### src/rtl/core/fflid_pkg.sv
package fflid_pkg;

  localparam int POOL_DEPTH = 2048;
  localparam int ID_W       = $clog2(POOL_DEPTH);
  localparam int LINK_W     = $clog2(POOL_DEPTH + 1);
  localparam int REQ_ID_W   = 11;
  localparam int STATUS_W   = 2;

  localparam logic [LINK_W-1:0] LINK_END  = LINK_W'(POOL_DEPTH);
  localparam logic [LINK_W-1:0] TAIL_INIT = LINK_W'(POOL_DEPTH - 1);
  localparam logic [ID_W-1:0]   CLR_LAST  = ID_W'(POOL_DEPTH - 1);

  localparam logic ACT_ALLOC   = 1'b0;
  localparam logic ACT_RELEASE = 1'b1;

  typedef enum logic [STATUS_W-1:0] {
    ST_OK    = 2'd0,
    ST_EMPTY = 2'd1,
    ST_RANGE = 2'd2,
    ST_FREE  = 2'd3
  } status_t;

  typedef enum logic [1:0] {
    S_CLEAR,
    S_IDLE,
    S_EXEC
  } state_t;

  typedef struct packed {
    logic clr_step;
    logic load;
    logic commit;
  } ctrl_cmd_t;

  typedef struct packed {
    logic clr_last;
    logic out_free;
  } dp_sts_t;

endpackage

### src/rtl/core/fflid_ctrl.sv
module fflid_ctrl
  import fflid_pkg::*;
(
  input  logic      clk,
  input  logic      rst_n,
  input  logic      in_tvalid,
  output logic      in_tready,
  input  dp_sts_t   sts,
  output ctrl_cmd_t cmd
);

  state_t state_r;
  state_t state_nxt;

  always_ff @(posedge clk) begin
    if (!rst_n) begin
      state_r <= S_CLEAR;
    end else begin
      state_r <= state_nxt;
    end
  end

  always_comb begin
    state_nxt = state_r;
    unique case (state_r)
      S_CLEAR: begin
        if (sts.clr_last) state_nxt = S_IDLE;
      end
      S_IDLE: begin
        if (in_tvalid) state_nxt = S_EXEC;
      end
      S_EXEC: begin
        if (sts.out_free) state_nxt = S_IDLE;
      end
      default: state_nxt = S_CLEAR;
    endcase
  end

  always_comb begin
    cmd       = '0;
    in_tready = 1'b0;
    unique case (state_r)
      S_CLEAR: begin
        cmd.clr_step = 1'b1;
      end
      S_IDLE: begin
        in_tready = 1'b1;
        cmd.load  = in_tvalid;
      end
      S_EXEC: begin
        cmd.commit = sts.out_free;
      end
      default: begin
        cmd = '0;
      end
    endcase
  end

endmodule

### config.mk
export PLATFORM = sky130hd
export DESIGN_NAME = fflid_ctrl
export DESIGN_NICKNAME = d
export VERILOG_FILES = /design/src/rtl/core/fflid_pkg.sv /design/src/rtl/core/fflid_ctrl.sv
export SDC_FILE = /design/constraint.sdc
export NUM_CORES = 1
export LEC_CHECK = 0
export BUFFER_PORTS_ARGS = -buffer_cell sky130_fd_sc_hd__buf_2
export CORE_AREA = 10 10 47 49
export DETAILED_ROUTE_END_ITERATION = 8
export DIE_AREA = 0 0 57 59
export PLACE_DENSITY_LB_ADDON = 0.15
export SLEW_MARGIN = 30
export SYNTH_ARGS = -nofsm -noshare
export SYNTH_HDL_FRONTEND = slang
export SYNTH_SLANG_ARGS = --single-unit
export TNS_END_PERCENT = 100
### constraint.sdc
create_clock -name clk -period 1.6 [get_ports clk]
set_input_delay 0 -clock clk [delete_from_list [all_inputs] [get_ports clk]]
set_output_delay 0 -clock clk [all_outputs]
set_load 0.03 [all_outputs]
Yosys cells after proc, flatten, opt, wreduce, memory -nomap -nowiden
Cells that the tools add are included.

word-level totals
  bits in read-only memories = 0
  latch bits = 0
  input port bits = 5
  RAM bits = 0
  logic and storage cells = 16
  memories = 0
  register bits = 2

cells by class
  reductions and logical operators = 2
  equality and inequality tests = 5
  multiply operators = 0
  bitwise logic cells = 0
  shift-type cells = 0
  div/mod/pow operators = 0
  add/subtract/negate cells = 0
  $lt $le $gt $ge = 0
  muxes and demuxes = 8

operators by type and width
  kind                                                  number
  two-way mux 2 bit                                     3
  != test 2 bit (second input constant)                 3
  case mux 2 bit (3 select lines)                       1
  two-way mux 1 bit                                     4
  AND reduction 3 bit                                   1
  equality test 2 x 1 -> 1 bit (second input constant)  1
  equality test 2 bit (second input constant)           1
  zero test 2 bit                                       1

Depth between registers and ports, before layout
  word-level depth = 3
  gate-level depth with buffers = 3

Least setup slack after synthesis
OpenSTA, ideal clock, no wires.

  path kind = register to register
  from = register state_r[0]
  to = register state_r[1]
  slack = 444 ps
  period minus slack after synthesis = 1156 ps
  arrival time = 1097 ps
  cell stages (with the launch flop) = 4
  cells stage by stage = dfxtp_1 -> nand2_1 -> nor2_1 -> o21a_1

between the ends
  cells in the longest elaborated chain, start to end = 3
  elaborated cells on any way between the ends = 8
  classes of those cells = 5 x eq/ne; 1 x mux; 2 x reduce/logical

RTL lines
  what                                               RTL line          RTL
  start: declaration                                 fflid_ctrl.sv:12  state_t state_r;
  start signal: assignment                           fflid_ctrl.sv:19  state_r <= state_nxt;
  equality test 2 bit, or another cell as far along  fflid_ctrl.sv:25  unique case (state_r)
  != test 2 bit (no line)                            n/a
  AND reduction 3 bit (no line)                      n/a

Several ways; a longest one is shown, not always the timed one.
A chain may end at the register's enable or synchronous reset.

==> flow_metrics.py <==
metrics = {
    "synth": {
        "synth-seq-area-share": 0.376,
        "syn-cell-area_um2": 106,
        "syn_nets": 18,
        "synthTopCellsByArea": "dfxtp_1, nor3b_1, o21a_1",
        "yosys_warnings": 0,
        "syn_inst": 13,
        "synth_top_area_frac": 0.376,
        "synth_top_cell_by_area": "dfxtp_1",
        "synthDistinctLibCells": 9,
        "post_synth.cell_area_avg_um2": 8.18,
        "synth-seq-cells": 2,
    },
    "final_layout": {
        "antennaDiodeCount": 0,
        "largest_reg_flops": 2,
        "fin_util": 0.142,
        "syn2layout_area_growth_pct": 87.1,
        "final_cell_mix": "buf_2, clkbuf_4",
        "top_register": "state_r",
        "nNetsFinal": 32,
        "drive_gt1_frac": 0.440,
        "stdcell_area_um2": 199,
        "final_common_cell": "buf_2",
        "nFillCells": 176,
        "reg_top3": "state_r x2",
    },
    "grt": {
        "grt_pass1_vias": 125,
        "grt-ovfl-total": 0,
        "grt_pass1_wl_um": 524,
        "gr-usage-all-layers": 0.0242,
        "antenna_found_initial": 0,
        "grt_max_degree": 8,
    },
    "setup_path": {
        "path_buf_inv": 1,
        "start_kind": "flip-flop",
        "crit_chain": "nand2_1 -> nor2_1 -> buf_2",
        "end_kind": "output pin",
        "arrival_ns": 1.06,
        "path_delay_family": "flip-flops",
        "slowest_stage": "dfxtp_1",
        "max_stage_delay_ns": 0.41,
        "path_max_fanout": 7,
        "required_ns": 1.60,
        "crit_type": "flip-flop to output pin",
    },
    "timing": {
        "worst_pin_slew_ns": 0.195,
        "rsz0062_at_grt": "no",
        "fmax_mhz": 939,
        "fin_tns_setup_ns": 0,
        "slew_viol_final": 0,
        "skew_ns": 0.00261,
        "fin_ws_ns": 0.535,
        "hold-worst-slack_ns": 0.106,
        "hold_viol": 0,
        "fin_crit_ns": 1.06,
        "setup-violations-final": 0,
        "max-slew-margin-rel": 0.870,
        "min_period_over_period": 0.666,
    },
    "place": {
        "dp_hpwl_um": 299,
        "preCtsSetupSlack_ns": 0.687,
        "io_buffers": 8,
        "gp_congestion": 0.668,
        "dpl_cell_area_um2": 166,
    },
    "clocking": {
        "root_buffer": "clkbuf_4",
        "cts_resized": 0,
        "cts_tree": "built",
        "cts_inserted_buffers": 3,
        "h-tree-depth": 1,
        "cts_hold_buffers": 1,
        "cts.sinks": 2,
        "cts_setup_buffers": 0,
        "clk_pin_slew_ns": 0.03,
        "clk_latency_ns": 0.22,
        "clockBufferDepth": 2,
    },
    "route": {
        "vias": 130,
        "viasPerCell": 3.17,
        "first_pass_iters": 3,
        "avgRoutedWirePerCell_um": 8.90,
        "totalWireLength_um": 365,
        "drtIter0Drc": 1,
        "final_antenna_net_count": 0,
        "drc": 0,
    },
    "die": {
        "num_io_pins": 9,
        "die_w_um": 57,
        "rows": 14,
        "design.die.area_um2": 3360,
        "die_h_um": 59,
        "start_util": 0.0759,
        "core_area_um2": 1400,
    },
    "pwr": {
        "p_int_w": 0.000156,
        "leakagePower_nw": 0.102,
        "pwr-share-seq": 0.278,
        "comb_power_share": 0.217,
        "ir_drop_mv": 0.125,
        "switching_share": 0.282,
        "cellPowerDensity_nw_per_um2": 1090,
        "switching_power_w": 0.0000613,
        "clkPwrFrac": 0.504,
    },
    "hold_path": {
        "hold_class": "input pin to flip-flop",
    },
    "run_status": {
        "status": "finished clean",
    },
    "flow_run": {
        "drv_cap": 0,
    },
}
## synthesized netlist by cell type
master   number
o211a_1       1
nor2b_1       1
nor2_1        2
o21a_1        2
dfxtp_1       2
nor3b_1       2
inv_1         1
o21ai_0       1
nand2_1       1
## cell type report
cell class              instances  area (um^2)  area share
clock buffers                   3         22.5       0.113
inverters                       1         3.75      0.0189
multi-input cells              10         62.6       0.314
flip-flops and latches          2         40.0       0.201
well taps                      16         20.0       0.101
repair buffers                  9         50.0       0.252
## tightest hold or removal path: cells and delay by family
family | cells | cell delay, ns
buffers and inverters | 1 | 0.09
AOI/OAI and AO/OA | 1 | 0.15
and+or+nand+nor | 1 | 0.04
## metrics by stage
step	std cells	power, W
6_report	41	0.000217
3_5_place_dp	37	0.000107
5_1_grt	41	0.000237
3_3_place_gp	37	0.000108
4_1_cts	41	0.000228
2_1_floorplan	13	0.0000906
## power groups by stage
| stage | logic [W] | registers (W) | clock network (W) |
|---|---|---|---|
| after floorplan | 0.0000309 | 0.0000597 | 0 |
| final | 0.0000472 | 0.0000605 | 0.000110 |
| after detailed placement | 0.0000464 | 0.0000610 | 0 |
| after global placement | 0.0000470 | 0.0000613 | 0 |
| after CTS | 0.0000483 | 0.0000604 | 0.000119 |
| after global routing | 0.0000512 | 0.0000612 | 0.000124 |
## worst paths after layout
check | from | end | slack (ns) | cells after the start
min reg2reg | state_r[1] | state_r[0] | 0.61 | 2
max | state_r[0] | cmd[1] | 0.54 | 3
max reg2reg | state_r[0] | state_r[0] | 0.69 | 3
min | sts[0] | state_r[1] | 0.11 | 3
## cell families after synthesis
group	after synthesis	share of synthesized area
and+or+nand+nor	6	0.306
buffers and inverters	1	0.0353
DFF	2	0.376
AOI/OAI and AO/OA	4	0.282
## per-layer routing
layer	global-route usage	part of all wire	routed length [um]	vias to the layer above
met4	0.0302	0	0	0
met5	0	0	0	-
li1	-	-	-	70
met3	0.0343	0.23	83	0
met2	0.0109	0.24	88	9
met1	0.0285	0.53	193	51
(Power assumes the default switching activity.)
